### config.mk
export PLATFORM = sky130hd
export DESIGN_NAME = tcp_stream_reassembler
export DESIGN_NICKNAME = d
export VERILOG_FILES = /design/src/tsr_pkg.sv /design/src/tsr_ram.sv /design/src/tcp_stream_reassembler.sv
export VERILOG_INCLUDE_DIRS = /design/src /design/src/src
export SDC_FILE = /design/constraint.sdc
export NUM_CORES = 1
export LEC_CHECK = 0
export BUFFER_PORTS_ARGS = -buffer_cell sky130_fd_sc_hd__buf_2
export CAP_MARGIN = 25
export CORE_ASPECT_RATIO = 0.5
export CORE_UTILIZATION = 55
export DETAILED_ROUTE_END_ITERATION = 7
export PLACE_DENSITY_LB_ADDON = 0.15
export SETUP_SLACK_MARGIN = 0.2
export SLEW_MARGIN = 25
export SYNTH_ARGS = -nofsm -noshare
export SYNTH_HDL_FRONTEND = slang
export SYNTH_SLANG_ARGS = --single-unit
### constraint.sdc
create_clock -name clk_i -period 9.2 [get_ports clk_i]
set_clock_uncertainty 0.15 [all_clocks]
set_input_delay 0.92 -clock clk_i [delete_from_list [all_inputs] [get_ports clk_i]]
set_output_delay 0.92 -clock clk_i [all_outputs]
set_load 0.02 [all_outputs]
### src/tcp_stream_reassembler_assert.svh
// Assertion macros shared by the reassembler RTL.
// Needs only a clock and an active-low reset at the point of use.
`ifndef TCP_STREAM_REASSEMBLER_ASSERT_SVH
`define TCP_STREAM_REASSEMBLER_ASSERT_SVH

// Property that must hold at every clock edge out of reset.
`define TSR_ASSERT_ALWAYS(label, clk, rst_n, prop, msg) \
  label: assert property (@(posedge clk) disable iff (!rst_n) (prop)) else $error(msg);

// Same-cycle implication.
`define TSR_ASSERT_IMPL(label, clk, rst_n, ante, cons, msg) \
  label: assert property (@(posedge clk) disable iff (!rst_n) (ante) |-> (cons)) \
    else $error(msg);

// Next-cycle implication.
`define TSR_ASSERT_NEXT(label, clk, rst_n, ante, cons, msg) \
  label: assert property (@(posedge clk) disable iff (!rst_n) (ante) |=> (cons)) \
    else $error(msg);

`endif

### src/tsr_pkg.sv
// Package for the TCP stream reassembler: item types and shared constants.
// No dependencies.
package tsr_pkg;

  localparam int CAPACITY_DEF = 64;
  localparam int CNT_W        = 7;   // width of the count fields of a result item

  localparam logic ACT_PUSH = 1'b0;
  localparam logic ACT_POP  = 1'b1;

  typedef struct packed {
    logic        action;
    logic [31:0] stream_index;
    logic [7:0]  data_byte;
    logic        has_byte;
    logic        segment_end;
    logic        eof_flag;
  } in_item_t;

  typedef struct packed {
    logic             read_valid;
    logic [7:0]       read_byte;
    logic [31:0]      next_expected;
    logic [CNT_W-1:0] unassembled_count;
    logic [CNT_W-1:0] buffered_count;
    logic             input_ended;
  } out_item_t;

endpackage

### src/tsr_ram.sv
// Generic single-write, single-read synchronous RAM with registered read data.
// No dependencies.
module tsr_ram #(
  parameter int WIDTH = 8,
  parameter int DEPTH = 64,
  localparam int AW = (DEPTH > 1) ? $clog2(DEPTH) : 1
) (
  input  logic             clk_i,
  input  logic             we_i,
  input  logic [AW-1:0]    waddr_i,
  input  logic [WIDTH-1:0] wdata_i,
  input  logic             re_i,
  input  logic [AW-1:0]    raddr_i,
  output logic [WIDTH-1:0] rdata_o
);

  logic [WIDTH-1:0] mem_q [DEPTH];

  always_ff @(posedge clk_i) begin
    if (we_i) begin
      mem_q[waddr_i] <= wdata_i;
    end
    if (re_i) begin
      rdata_o <= mem_q[raddr_i];
    end
  end

endmodule

### src/tcp_stream_reassembler.sv
// Top level of the TCP stream reassembler: byte ring, valid bitmap, ack scan.
// Depends on tsr_pkg, tsr_ram and tcp_stream_reassembler_assert.svh.
//
//  channel | direction | handshake                  | payload
//  --------+-----------+----------------------------+----------------------
//  in      | input     | in_valid_i  / in_ready_o   | in_item_i  (in_item_t)
//  out     | output    | out_valid_o / out_ready_i  | out_item_o (out_item_t)
//
// A pop, or a push that stores nothing, goes from accept through S_EXEC and S_EMIT
// to the output register. A push that stores a byte also passes through S_SCAN,
// where the ack scan walks the valid bitmap one slot per cycle over the bytes it assembles.
// One item is in work at a time; in_ready_o is high only between items.
// The result waits in an output register; a stalled consumer holds the block
// in its emit state until the register frees up.
// Reset clears the bitmap, pointers, counts and flags at once; the byte ring
// needs no clearing since a pop only reads slots that were written.
`include "tcp_stream_reassembler_assert.svh"

module tcp_stream_reassembler #(
  parameter int CAPACITY = tsr_pkg::CAPACITY_DEF
) (
  input  logic               clk_i,
  input  logic               rst_ni,
  input  logic               in_valid_i,
  output logic               in_ready_o,
  input  tsr_pkg::in_item_t  in_item_i,
  output logic               out_valid_o,
  input  logic               out_ready_i,
  output tsr_pkg::out_item_t out_item_o
);

  import tsr_pkg::*;

  localparam int SW = (CAPACITY > 1) ? $clog2(CAPACITY) : 1;   // slot index width
  localparam int PW = $clog2(CAPACITY + 1);                   // count width
  localparam logic [SW-1:0] SLOT_LAST = SW'(CAPACITY - 1);
  localparam logic [SW:0]   SLOT_SPAN = (SW + 1)'(CAPACITY);
  localparam logic [PW-1:0] CNT_FULL  = PW'(CAPACITY);
  localparam logic [31:0]   CAP_32    = 32'(CAPACITY);

  // sequencer codes
  localparam logic [1:0] S_IDLE = 2'd0;
  localparam logic [1:0] S_EXEC = 2'd1;  // ring read data ready; pop or store
  localparam logic [1:0] S_SCAN = 2'd2;  // advance the ack one slot per cycle
  localparam logic [1:0] S_EMIT = 2'd3;  // hand the result to the output register

  logic [1:0]          state_q, state_d;
  in_item_t            item_q;
  logic [CAPACITY-1:0] valid_q, valid_d;
  logic [31:0]         expected_q, expected_d;
  logic [31:0]         read_pos_q, read_pos_d;
  logic [SW-1:0]       head_q, head_d;       // slot of read_pos
  logic [SW-1:0]       exp_slot_q, exp_slot_d;  // slot of next_expected
  logic [PW-1:0]       buf_cnt_q, buf_cnt_d;  // next_expected - read_pos
  logic [PW-1:0]       pend_q, pend_d;       // unassembled bytes held
  logic                eof_q, eof_d;
  logic                ended_q, ended_d;
  logic                res_valid_q, res_valid_d;
  logic [7:0]          res_byte_q, res_byte_d;
  logic                out_valid_q;
  out_item_t           out_q;

  logic                in_acc;
  logic                emit_go;
  logic [7:0]          ring_rdata;
  logic                ring_we;
  logic [SW-1:0]       wslot;

  // push decode
  logic [31:0]         off;
  logic [31:0]         buffered32;
  logic                is_old;
  logic                in_win;
  logic                fits;
  logic                do_write;
  logic [SW:0]         wsum;
  logic [CNT_W+PW-1:0] pend_ext;
  logic [CNT_W+PW-1:0] buf_ext;

  assign in_ready_o = (state_q == S_IDLE);
  assign in_acc     = in_valid_i && in_ready_o;
  assign emit_go    = (state_q == S_EMIT) && (!out_valid_q || out_ready_i);

  assign buffered32 = 32'(buf_cnt_q);
  assign off        = item_q.stream_index - read_pos_q;
  assign is_old     = (item_q.stream_index < expected_q) || (off < buffered32);
  assign in_win     = off < CAP_32;
  assign fits       = item_q.has_byte ? (is_old || in_win)
                    : ((item_q.stream_index <= expected_q) || (off <= CAP_32));
  assign do_write   = item_q.has_byte && !is_old && in_win;
  // off is below CAPACITY whenever it is used as a slot offset
  assign wsum       = {1'b0, head_q} + {1'b0, off[SW-1:0]};
  assign wslot      = (wsum >= SLOT_SPAN) ? SW'(wsum - SLOT_SPAN) : wsum[SW-1:0];
  assign ring_we    = (state_q == S_EXEC) && (item_q.action == ACT_PUSH) && do_write;

  tsr_ram #(
    .WIDTH (8),
    .DEPTH (CAPACITY)
  ) u_ring (
    .clk_i   (clk_i),
    .we_i    (ring_we),
    .waddr_i (wslot),
    .wdata_i (item_q.data_byte),
    .re_i    (in_acc),
    .raddr_i (head_q),
    .rdata_o (ring_rdata)
  );

  always_comb begin
    state_d     = state_q;
    valid_d     = valid_q;
    expected_d  = expected_q;
    read_pos_d  = read_pos_q;
    head_d      = head_q;
    exp_slot_d  = exp_slot_q;
    buf_cnt_d   = buf_cnt_q;
    pend_d      = pend_q;
    eof_d       = eof_q;
    ended_d     = ended_q;
    res_valid_d = res_valid_q;
    res_byte_d  = res_byte_q;
    unique case (state_q)
      S_IDLE: begin
        if (in_acc) begin
          state_d = S_EXEC;
        end
      end
      S_EXEC: begin
        res_valid_d = 1'b0;
        res_byte_d  = '0;
        if (item_q.action == ACT_POP) begin
          if (buf_cnt_q != '0) begin
            res_valid_d = 1'b1;
            res_byte_d  = ring_rdata;
            head_d      = (head_q == SLOT_LAST) ? '0 : head_q + SW'(1);
            read_pos_d  = read_pos_q + 32'd1;
            buf_cnt_d   = buf_cnt_q - PW'(1);
          end
          state_d = S_EMIT;
        end else begin
          if (do_write) begin
            if (!valid_q[wslot]) begin
              valid_d[wslot] = 1'b1;
              pend_d         = pend_q + PW'(1);
            end
            state_d = S_SCAN;
          end else begin
            state_d = S_EMIT;
          end
          if (item_q.segment_end && item_q.eof_flag && fits) begin
            eof_d = 1'b1;
          end
        end
      end
      S_SCAN: begin
        if ((buf_cnt_q >= CNT_FULL) || !valid_q[exp_slot_q]) begin
          state_d = S_EMIT;
        end else begin
          valid_d[exp_slot_q] = 1'b0;
          expected_d = expected_q + 32'd1;
          exp_slot_d = (exp_slot_q == SLOT_LAST) ? '0 : exp_slot_q + SW'(1);
          buf_cnt_d  = buf_cnt_q + PW'(1);
          if (pend_q != '0) begin
            pend_d = pend_q - PW'(1);
          end
        end
      end
      S_EMIT: begin
        if (emit_go) begin
          ended_d = ended_q || (eof_q && (pend_q == '0));
          state_d = S_IDLE;
        end
      end
      default: begin
        state_d = S_IDLE;
      end
    endcase
  end

  // counts are reported modulo 2^CNT_W
  assign pend_ext = {{CNT_W{1'b0}}, pend_q};
  assign buf_ext  = {{CNT_W{1'b0}}, buf_cnt_q};

  always_ff @(posedge clk_i or negedge rst_ni) begin
    if (!rst_ni) begin
      state_q     <= S_IDLE;
      valid_q     <= '0;
      expected_q  <= '0;
      read_pos_q  <= '0;
      head_q      <= '0;
      exp_slot_q  <= '0;
      buf_cnt_q   <= '0;
      pend_q      <= '0;
      eof_q       <= 1'b0;
      ended_q     <= 1'b0;
      out_valid_q <= 1'b0;
    end else begin
      state_q    <= state_d;
      valid_q    <= valid_d;
      expected_q <= expected_d;
      read_pos_q <= read_pos_d;
      head_q     <= head_d;
      exp_slot_q <= exp_slot_d;
      buf_cnt_q  <= buf_cnt_d;
      pend_q     <= pend_d;
      eof_q      <= eof_d;
      ended_q    <= ended_d;
      if (emit_go) begin
        out_valid_q <= 1'b1;
      end else if (out_ready_i) begin
        out_valid_q <= 1'b0;
      end
    end
  end

  // payload registers
  always_ff @(posedge clk_i) begin
    if (in_acc) begin
      item_q <= in_item_i;
    end
    res_valid_q <= res_valid_d;
    res_byte_q  <= res_byte_d;
    if (emit_go) begin
      out_q.read_valid        <= res_valid_q;
      out_q.read_byte         <= res_byte_q;
      out_q.next_expected     <= expected_q;
      out_q.unassembled_count <= pend_ext[CNT_W-1:0];
      out_q.buffered_count    <= buf_ext[CNT_W-1:0];
      out_q.input_ended       <= ended_d;
    end
  end

  assign out_valid_o = out_valid_q;
  assign out_item_o  = out_q;

  // assertions
  `TSR_ASSERT_ALWAYS(a_buf_matches_ptrs, clk_i, rst_ni,
    (expected_q - read_pos_q) == 32'(buf_cnt_q), "buffered count out of step with pointers")
  `TSR_ASSERT_IMPL(a_scan_in_window, clk_i, rst_ni, state_q == S_SCAN,
    buf_cnt_q <= CNT_FULL, "ack scan ran past the window")
  `TSR_ASSERT_NEXT(a_pop_moves_read, clk_i, rst_ni,
    (state_q == S_EXEC) && (item_q.action == ACT_POP) && (buf_cnt_q != '0),
    read_pos_q == $past(read_pos_q) + 32'd1, "pop did not advance read position")
  `TSR_ASSERT_NEXT(a_ended_sticky, clk_i, rst_ni, ended_q, ended_q,
    "input_ended dropped")
  `TSR_ASSERT_NEXT(a_accept_execs, clk_i, rst_ni, in_acc, state_q == S_EXEC,
    "accepted item did not start execution")

endmodule
==> flow_summary.json, run 1 <==
{
  "status": "completed",
  "synth_edf_count": 629,
  "cap_violations": 0,
  "hold_viol_final": 0,
  "finalMaxSlewViolations": 0,
  "drt_pass1_iterations": 5,
  "grt_max_degree": 76,
  "setup_viol": 0,
  "place.gp.congestion": 0.973,
  "grt_usage_pct": 27.8,
  "critPathMaxFanout": 73,
  "grt_pass1_vias": 21200,
  "crit_type": "flip-flop to flip-flop",
  "power_density_nw_per_um2": 319,
  "p_seq_share_pct": 37.0,
  "hold_buffers": 0,
  "die_h_um": 182,
  "finalCriticalPeriod_ns": 5.80,
  "path_clk_slew_ns": 0.07,
  "p_clk_share_pct": 23.1,
  "finalSetupTns_ns": 0,
  "cp-startpoint": "read_pos_q[0]",
  "cp.arrival_ns": 6.18,
  "cts_post_setup_buffers_inserted": 0,
  "ir_drop_mv": 0.488,
  "place_area_um2": 37200,
  "numPortBuffers": 105,
  "ys.warnings.count": 0,
  "routedWlPerCell_um": 26.8,
  "drtIter0Drc": 2320,
  "wl_met1_um": 39000,
  "cts.sinks": 788,
  "cts_tree": "built",
  "drcViolationCount": 0,
  "via_per_inst": 6.45,
  "highest_layer": "met4",
  "worstMarginPinSlew_ns": 1.06,
  "synth_top_area_share_pct": 52.8,
  "combPwrFrac_pct": 39.9,
  "synth-seq-cells": 788,
  "die_x_um": 363,
  "dpl.hpwl_um": 59000,
  "hold_ws_ns": 0.164,
  "start_util_pct": 56.2,
  "seq_area_frac_synth_pct": 63.9,
  "p_leak_nw": 13.3,
  "end_kind": "flip-flop",
  "row_count": 65,
  "ys_top_cells_by_count": "edfxtp_1, mux4_2, dfrtp_1, nor2_1, nand2_1",
  "yosysMostFrequentCell": "edfxtp_1",
  "synth_fp_nets": 2474,
  "clk_latency_ns": 0.63,
  "dieArea_um2": 66100,
  "wl_met2_um": 41400,
  "cts-root-buf": "clkbuf_16",
  "rsz0062_at_grt": "false",
  "antenna_found_initial": 1,
  "h-tree-depth": 3,
  "drive_above_1_share_pct": 19.6,
  "r2r_start": "read_pos_q[0]",
  "diodes": 0,
  "core_um2": 63700,
  "start_kind": "flip-flop",
  "final_area_um2": 39400,
  "p_switching_mw": 4.89,
  "fin_crit_sh_pct": 63.0,
  "netlist_area_um2": 35800,
  "fmaxAchievable_ghz": 0.173,
  "internal_power_mw": 7.66,
  "cts_buffers": 70,
  "grt_pass1_wl_um": 137000,
  "swShare_pct": 39.0,
  "required_ns": 9.58,
  "via_count": 21600,
  "async_flop_share_pct": 20.2,
  "ys.flop_type": "edfxtp_1",
  "area_delta_synth_final_pct": 10.1,
  "synth_area_per_cell_um2": 15.4,
  "hold_path_class": "primary input to asynchronous set/reset pin",
  "synth_top_area_cell": "edfxtp_1",
  "wl_met3_um": 7010,
  "max_slew_margin_pct": 28.6,
  "r2r_slack_ns": 3.40,
  "io_pins": 106,
  "synthTopCellsByArea": "edfxtp_1, mux4_2, dfrtp_1",
  "clockBufferDepth": 3,
  "num-nets-final": 2563,
  "cts_resized": 0,
  "yosysUniqueCellTypes": 90,
  "grt-ovfl-total": 0,
  "ant_nets": 0,
  "syn_inst": 2330,
  "drt-total-wl_um": 89600
}
state kept, by name (all words and copies together) (netlist names), 6 cells and up:
name            flops
u_ring.mem_q      512
exp_slot_q          6
pend_q              7
valid_q            64
item_q             44
out_item_o         56
read_pos_q         32
u_ring.rdata_o      8
res_byte_q          8
head_q              6
buf_cnt_q           7
expected_q         32
routing by layer:
metal | track usage [%] | vias up
li1 | - | 9386
met1 | 41.9 | 11000
met2 | 42.4 | 1016
met3 | 4.50 | 166
met4 | 7.19 | 0
met5 | 0 | -
per-stage QoR:
stage | cells | total power [mW] | util [%] | setup slack (ns)
floorplan | 2330 | 8.06 | - | 4.62
global placement | 3217 | 9.65 | 58.3 | 3.42
detailed placement | 3218 | 9.67 | 58.4 | 3.47
CTS | 3346 | 12.6 | 61.9 | 3.45
global route | 3346 | 13.1 | 61.9 | 3.06
finish | 3346 | 12.6 | 61.9 | 3.40
logic make-up (layout without fill, tap and decap cells):
| family | after synthesis | in the layout | share of synthesized area [%] |
|---|---|---|---|
| flip-flops | 788 | 788 | 63.9 |
| AND/OR/NAND/NOR | 546 | 546 | 8.01 |
| AO/OA/AOI/OAI | 364 | 364 | 7.36 |
| buffers and inverters | 229 | 374 | 2.64 |
| multiplexers | 213 | 213 | 12.3 |
| adder cells (fa/ha/maj) | 96 | 96 | 3.44 |
| XOR/XNOR | 94 | 94 | 2.32 |
layout by cell type, fill, tap and decap left out, types with 9 or more instances in the layout:
cell type,netlist,routed
o22ai_1,11,11
xor2_1,10,10
inv_1,104,104
and3_1,19,19
clkbuf_16,0,71
buf_2,34,104
clkinv_2,0,16
clkbuf_1,60,16
nand2b_1,9,9
o21ai_0,44,44
and2_1,18,15
nor3_1,51,50
a21o_1,22,22
clkinv_1,0,11
nor2b_1,14,14
mux2_2,17,17
a41oi_1,29,29
mux4_2,179,179
nor2_1,141,141
o2bb2ai_1,36,36
ha_1,92,91
nand2_1,108,108
a31oi_1,26,26
a211oi_1,10,10
nor4_1,15,15
o21bai_1,10,10
o21a_1,9,9
nand4_1,66,66
xnor2_1,83,82
mux2i_1,16,16
edfxtp_1,629,629
buf_4,3,36
nand3_1,55,55
a21oi_1,65,65
o211ai_1,13,13
dfrtp_1,159,156
worst max-delay path: stages, from the launching register on:
cell and delay [ns]:
dfrtp_1 0.45, ha_1 0.20, inv_1 0.05, fa_1 0.55, inv_1 0.09, fa_1 0.52
nand2b_1 0.20, a21oi_1 0.23, xor2_1 0.42, nand3_1 0.79, o221ai_1 0.44, o22a_2 0.19
buf_4 0.61, nand3_1 0.49, o22ai_1 0.29
power groups by stage:
stage | Sequential (mW) | Clock [mW] | Combinational [mW]
2_1_floorplan | 4.70 | 0 | 3.37
3_3_place_gp | 4.71 | 0 | 4.94
3_5_place_dp | 4.71 | 0 | 4.96
4_1_cts | 4.64 | 2.95 | 4.98
5_1_grt | 4.68 | 3.08 | 5.33
6_report | 4.64 | 2.90 | 5.01
area by class of cell:
cell class	count	area, um^2
Fill cell	4724	24300
Multi-Input combinational cell	1313	12000
Timing Repair Buffer	142	813
Clock buffer	89	1860
Sequential cell	788	22900
Tap cell	871	1090
Inverter	104	390
Clock inverter	39	358
path summary, 6_finish.rpt:
path | end | depth (start not counted)
min in group clk_i | out_item_o[49] | 0
worst min register to register | out_item_o[49] | 0
worst max register to register | valid_q[2] | 14
max in group asynchronous | head_q[1] | 3
worst min-delay path | expected_q[19] | 1
worst max-delay path | valid_q[2] | 14
Power figures use the tool's default switching activity.
==> run 2: changes to the inputs <==
==> constraint.sdc (replaced) <==
create_clock -name clk_i -period 6.1 [get_ports clk_i]
set_clock_uncertainty 0.15 [all_clocks]
set_input_delay 0.61 -clock clk_i [delete_from_list [all_inputs] [get_ports clk_i]]
set_output_delay 0.61 -clock clk_i [all_outputs]
set_load 0.02 [all_outputs]
==> run 2 against run 1 <==
Net effect:
- largest power group unchanged
- register-to-register slack lost 2.9 ns
- combinational power grew 55%
- total power grew 53%
- design area grew 1.9%
==> flow_summary.json, run 2 (synthesis results as in run 1) <==
{
  "wl_met1_um": 39200,
  "r2r_end": "valid_q[38]",
  "n_fill_cell": 4594,
  "largest_reg_flops": 512,
  "ir_drop_mv": 0.503,
  "finalCriticalPeriod_ns": 5.56,
  "finalWorstSetupSlack_ns": 0.539,
  "dpl.hpwl_um": 58500,
  "cts-root-buf": "clkbuf_16",
  "power_density_nw_per_um2": 478,
  "hp-start": "out_ready_i",
  "multiInputGateArea_um2": 12000,
  "cap_violations": 0,
  "hold_depth": 3,
  "cts_buffers": 71,
  "status": "completed",
  "grt_pass1_vias": 21300,
  "diodes": 0,
  "cts_tree": "built",
  "via_count": 21700,
  "drcViolationCount": 0,
  "r2r_start": "read_pos_q[0]",
  "io_pins": 106,
  "place.gp.congestion": 0.962,
  "hold_path_class": "primary input to flip-flop",
  "num-nets-final": 2638,
  "hold_viol_final": 0,
  "die_x_um": 363,
  "max_slew_margin_pct": 27.3,
  "fin_crit_sh_pct": 91.2,
  "r2r_slack_ns": 0.54,
  "start_util_pct": 56.2,
  "rsz0062_at_grt": "false",
  "die_h_um": 182,
  "cts.sinks": 788,
  "grt_pass1_wl_um": 136000,
  "final_common_cell": "edfxtp_1",
  "reg2reg_depth": 17,
  "regArea_um2": 22900,
  "fmaxAchievable_ghz": 0.180,
  "clk_latency_ns": 0.65,
  "drt_pass1_iterations": 7,
  "drt-total-wl_um": 90200,
  "finalSetupTns_ns": 0,
  "core_um2": 63700,
  "path_clk_slew_ns": 0.06,
  "critPathMaxFanout": 73,
  "grt-ovfl-total": 0,
  "cp.arrival_ns": 5.90,
  "drtIter0Drc": 2639,
  "cts_post_setup_buffers_inserted": 0,
  "crit_type": "flip-flop to flip-flop",
  "numPortBuffers": 105,
  "pre_cts_ws_ns": 0.752,
  "h-tree-depth": 3,
  "min_to": "out_valid_o",
  "setup_viol": 0,
  "max_flop_register": "u_ring.mem_q",
  "p_leak_nw": 13.7,
  "clockBufferDepth": 3,
  "dieArea_um2": 66100,
  "final_cell_mix": "edfxtp_1, mux4_2, dfrtp_1, nor2_1, nand2_1",
  "ant_nets": 0,
  "area_delta_synth_final_pct": 12.2,
  "grt_max_degree": 77,
  "row_count": 65,
  "drive_above_1_share_pct": 20.1,
  "end_kind": "flip-flop",
  "antenna_found_initial": 0,
  "finalMaxSlewViolations": 0,
  "worstMarginPinSlew_ns": 1.09,
  "routedWlPerCell_um": 26.4,
  "wl_met2_um": 41900,
  "highest_layer": "met4",
  "grt_usage_pct": 27.8,
  "start_kind": "flip-flop",
  "required_ns": 6.44,
  "via_per_inst": 6.34,
  "wl_met3_um": 6970
}
run 2: per-stage QoR:
| step | instances | power (mW) | hold slack [ns] | util (%) | area, um^2 |
|---|---|---|---|---|---|
| 2_1_floorplan | 2330 | 12.2 | 0.164 | - | 35800 |
| 3_3_place_gp | 3246 | 14.5 | 0.253 | 58.7 | 37400 |
| 3_5_place_dp | 3247 | 14.7 | 0.255 | 58.8 | 37400 |
| 4_1_cts | 3423 | 19.1 | 0.157 | 63.0 | 40100 |
| 5_1_grt | 3423 | 20.0 | 0.209 | 63.0 | 40100 |
| 6_report | 3423 | 19.2 | 0.187 | 63.0 | 40100 |
run 2: per-layer routing:
| layer | vias to the layer above | track usage (%) |
|---|---|---|
| met5 | - | 0 |
| met4 | 0 | 7.26 |
| met3 | 165 | 5.03 |
| met2 | 988 | 43.2 |
| met1 | 11000 | 40.8 |
| li1 | 9530 | - |
run 2: area by class of cell:
type                       count  area share, %
multi-input combinational   1313           29.9
sequential                   788           57.0
tap                          871           2.71
clock inverter                35          0.838
timing repair buffer         216           3.70
inverter                     104          0.972
clock buffer                  96           4.84
run 2: worst max-delay path, stage by stage (launching register included):
cell and delay, ns:
dfrtp_1 0.44, ha_1 0.20, inv_1 0.05, fa_1 0.43, xor2_1 0.37, ha_1 0.43, xnor2_2 0.74, buf_4 0.36
nor3_1 0.08, a311oi_1 0.31, o32ai_1 0.15, a32oi_1 0.19, nor2_1 0.06, a311o_1 0.30, o22a_2 0.22, buf_4 0.35
nand3_1 0.40, o2bb2ai_1 0.13
run 2: power by group:
group	total (mW)	switching, mW	internal [mW]
combinational	7.75	4.95	2.81
clock	4.47	2.03	2.44
sequential	6.95	0.461	6.49
run 2: worst max-delay path by stage:
stage,from,to,slack (ns),cells after the start
final,read_pos_q[0],valid_q[38],0.54,17
after global routing,read_pos_q[0],valid_q[38],0.27,17
after CTS,read_pos_q[0],valid_q[38],0.71,17
after detailed placement,read_pos_q[0],valid_q[54],0.75,17
after global placement,item_q[11],valid_q[54],0.77,15
after floorplan,read_pos_q[0],u_ring.mem_q[15][0],1.52,13
run 2: timing repair:
item | 4_1_cts | 5_1_grt
endpoints found under the setup margin | 0 | 0
hold endpoints to repair | 118 | 0
hold buffers | 45 | 0
gates resized for setup | 0 | 0
==> run 3: changes to the inputs <==
==> constraint.sdc (replaced) <==
create_clock -name clk_i -period 6.1 [get_ports clk_i]
set_clock_uncertainty 0.15 [all_clocks]
set_input_delay 0.915 -clock clk_i [delete_from_list [all_inputs] [get_ports clk_i]]
set_output_delay 0.915 -clock clk_i [all_outputs]
set_load 0.02 [all_outputs]
==> run 3 against run 2 <==
Net effect:
- combinational power barely moved
- first-iteration DRC count fell by 6.9%
- critical path type unchanged
- die area did not move
- worst setup slack improved by 0.0068 ns
- critical path depth fell by 1
- total power fell by 1.1%
- critical endpoint is now valid_q[54]
- fmax rose by 0.12%
==> flow_summary.json, run 3 (synthesis results as in run 1) <==
{
  "status": "completed",
  "hold_path_class": "flip-flop to flip-flop",
  "max_slew_margin_pct": 25.1,
  "area_delta_synth_final_pct": 10.9,
  "hold_viol_final": 0,
  "drtIter0Drc": 2456,
  "hp-start": "res_byte_q[0]",
  "setup_viol": 0,
  "max_flop_register": "u_ring.mem_q",
  "clockBufferDepth": 3,
  "use_met3_pct": 4.98,
  "power_density_nw_per_um2": 478,
  "die_h_um": 182,
  "stdcell_count": 3378,
  "largest_reg_flops": 512,
  "end_kind": "flip-flop",
  "gr-usage-met1_pct": 40.5,
  "drt_pass1_iterations": 6,
  "cts_tree": "built",
  "diodes": 0,
  "cts-root-buf": "clkbuf_16",
  "grt-ovfl-total": 0,
  "required_ns": 6.47,
  "busiest_layer": "met2",
  "clk_latency_ns": 0.62,
  "via_count": 21700,
  "antenna_found_initial": 1,
  "cts.sinks": 788,
  "dp_cells": 3254,
  "ir_drop_mv": 0.554,
  "worstMarginPinSlew_ns": 1.12,
  "regArea_um2": 22900,
  "path_cells": "ha_1 -> inv_1 -> fa_1 -> xor2_1 -> ha_1 -> nor2_1 -> nor2_1 -> xor2_1 -> nand2_1 -> or3_1 -> a21oi_1 -> a311o_1 -> o22a_2 -> buf_4 -> nand3_1 -> o22ai_1",
  "path_clk_slew_ns": 0.07,
  "dpl.hpwl_um": 57700,
  "finalMaxSlewViolations": 0,
  "io_pins": 106,
  "slowest_stage": "or3_1",
  "grt_usage_pct": 27.4,
  "finalSetupTns_ns": 0,
  "cp.arrival_ns": 5.93,
  "rsz0062_at_grt": "false",
  "drt-total-wl_um": 89000,
  "h-tree-depth": 3,
  "hold_buffers": 0,
  "p_seq_share_pct": 36.6,
  "internal_power_mw": 11.6,
  "ant_nets": 0,
  "p_switching_mw": 7.33,
  "grt_pass1_wl_um": 135000,
  "cap_violations": 0,
  "cp-startpoint": "read_pos_q[0]",
  "routedWlPerCell_um": 26.3,
  "p_leak_nw": 13.5,
  "start_util_pct": 56.2,
  "fmaxAchievable_ghz": 0.180,
  "critPathMaxFanout": 73,
  "p_clk_share_pct": 22.5,
  "grt_pass1_vias": 21300,
  "combPwrFrac_pct": 40.9,
  "drive_above_1_share_pct": 20.7,
  "die_x_um": 363,
  "finalCriticalPeriod_ns": 5.55,
  "fin_crit_sh_pct": 91.0,
  "final_common_cell": "edfxtp_1",
  "slowest_delay_ns": 0.64,
  "numPortBuffers": 105,
  "n_fill_cell": 4604,
  "start_kind": "flip-flop",
  "num-nets-final": 2598,
  "swShare_pct": 38.6,
  "place.gp.congestion": 1.00,
  "drcViolationCount": 0,
  "hold_ws_ns": 0.252,
  "met2_usage_pct": 42.0,
  "grt_max_degree": 91,
  "multiInputGateArea_um2": 12000,
  "crit_type": "flip-flop to flip-flop",
  "final_cell_mix": "edfxtp_1, mux4_2, dfrtp_1, nor2_1, nand2_1",
  "via_per_inst": 6.42,
  "r2r_start": "read_pos_q[0]",
  "core_um2": 63700,
  "cts_buffers": 69,
  "dieArea_um2": 66100,
  "row_count": 65
}
==> run 3: per-stage QoR <==
stage | util [%] | area (um^2) | total power, mW | setup WS (ns)
2_1_floorplan | - | 35800 | 12.2 | 1.52
3_3_place_gp | 58.8 | 37400 | 14.5 | 0.713
3_5_place_dp | 58.9 | 37500 | 14.7 | 0.590
4_1_cts | 62.3 | 39700 | 18.9 | 0.486
5_1_grt | 62.3 | 39700 | 19.8 | 0.272
6_report | 62.3 | 39700 | 19.0 | 0.546
==> run 3: final timing paths <==
check | endpoint | slack (ns) | cells past startpoint
worst max register to register | valid_q[54] | 0.55 | 16
worst min register to register | out_item_o[47] | 0.25 | 0
worst min-delay path | out_item_o[47] | 0.25 | 0
max in group asynchronous | valid_q[2] | 4.41 | 2
worst max-delay path | valid_q[54] | 0.55 | 16
min in group asynchronous | expected_q[23] | 0.26 | 1
==> run 3: area by class of cell <==
cell class	count	area share, %
Sequential cell	788	57.7
Tap cell	871	2.75
Clock inverter	37	0.748
Multi-Input combinational cell	1313	30.3
Timing Repair Buffer	178	2.85
Inverter	104	0.984
Clock buffer	87	4.68
==> run 3: what timing repair did <==
item | CTS | global route
setup buffers | 0 | 0
setup endpoints to repair | 0 | 9
gates resized for setup | 0 | 1
==> run 3: power groups by stage <==
stage               logic [mW]  registers (mW)  clock network, mW
global route              8.28            6.97               4.55
global placement          7.46            7.03                  0
CTS                       7.68            6.92               4.34
floorplan                 5.08            7.08                  0
finish                    7.76            6.93               4.27
detailed placement        7.63            7.02                  0
==> run 3: worst max-delay path: cells and delay by family (launching register included) <==
kind	cells	cell delay, ns
xor gates and xnor gates	2	0.65
adders and majority gates	3	1.14
buffers and inverters	2	0.68
DFF	1	0.46
AOI/OAI and AO/OA	4	0.87
and+or+nand+nor	5	1.51
==> run 3: per-layer routing <==
layer | up-vias | wire, um
met5 | - | 0
met4 | 0 | 2430
met3 | 178 | 7490
met2 | 1026 | 40900
met1 | 11000 | 38100
li1 | 9440 | -
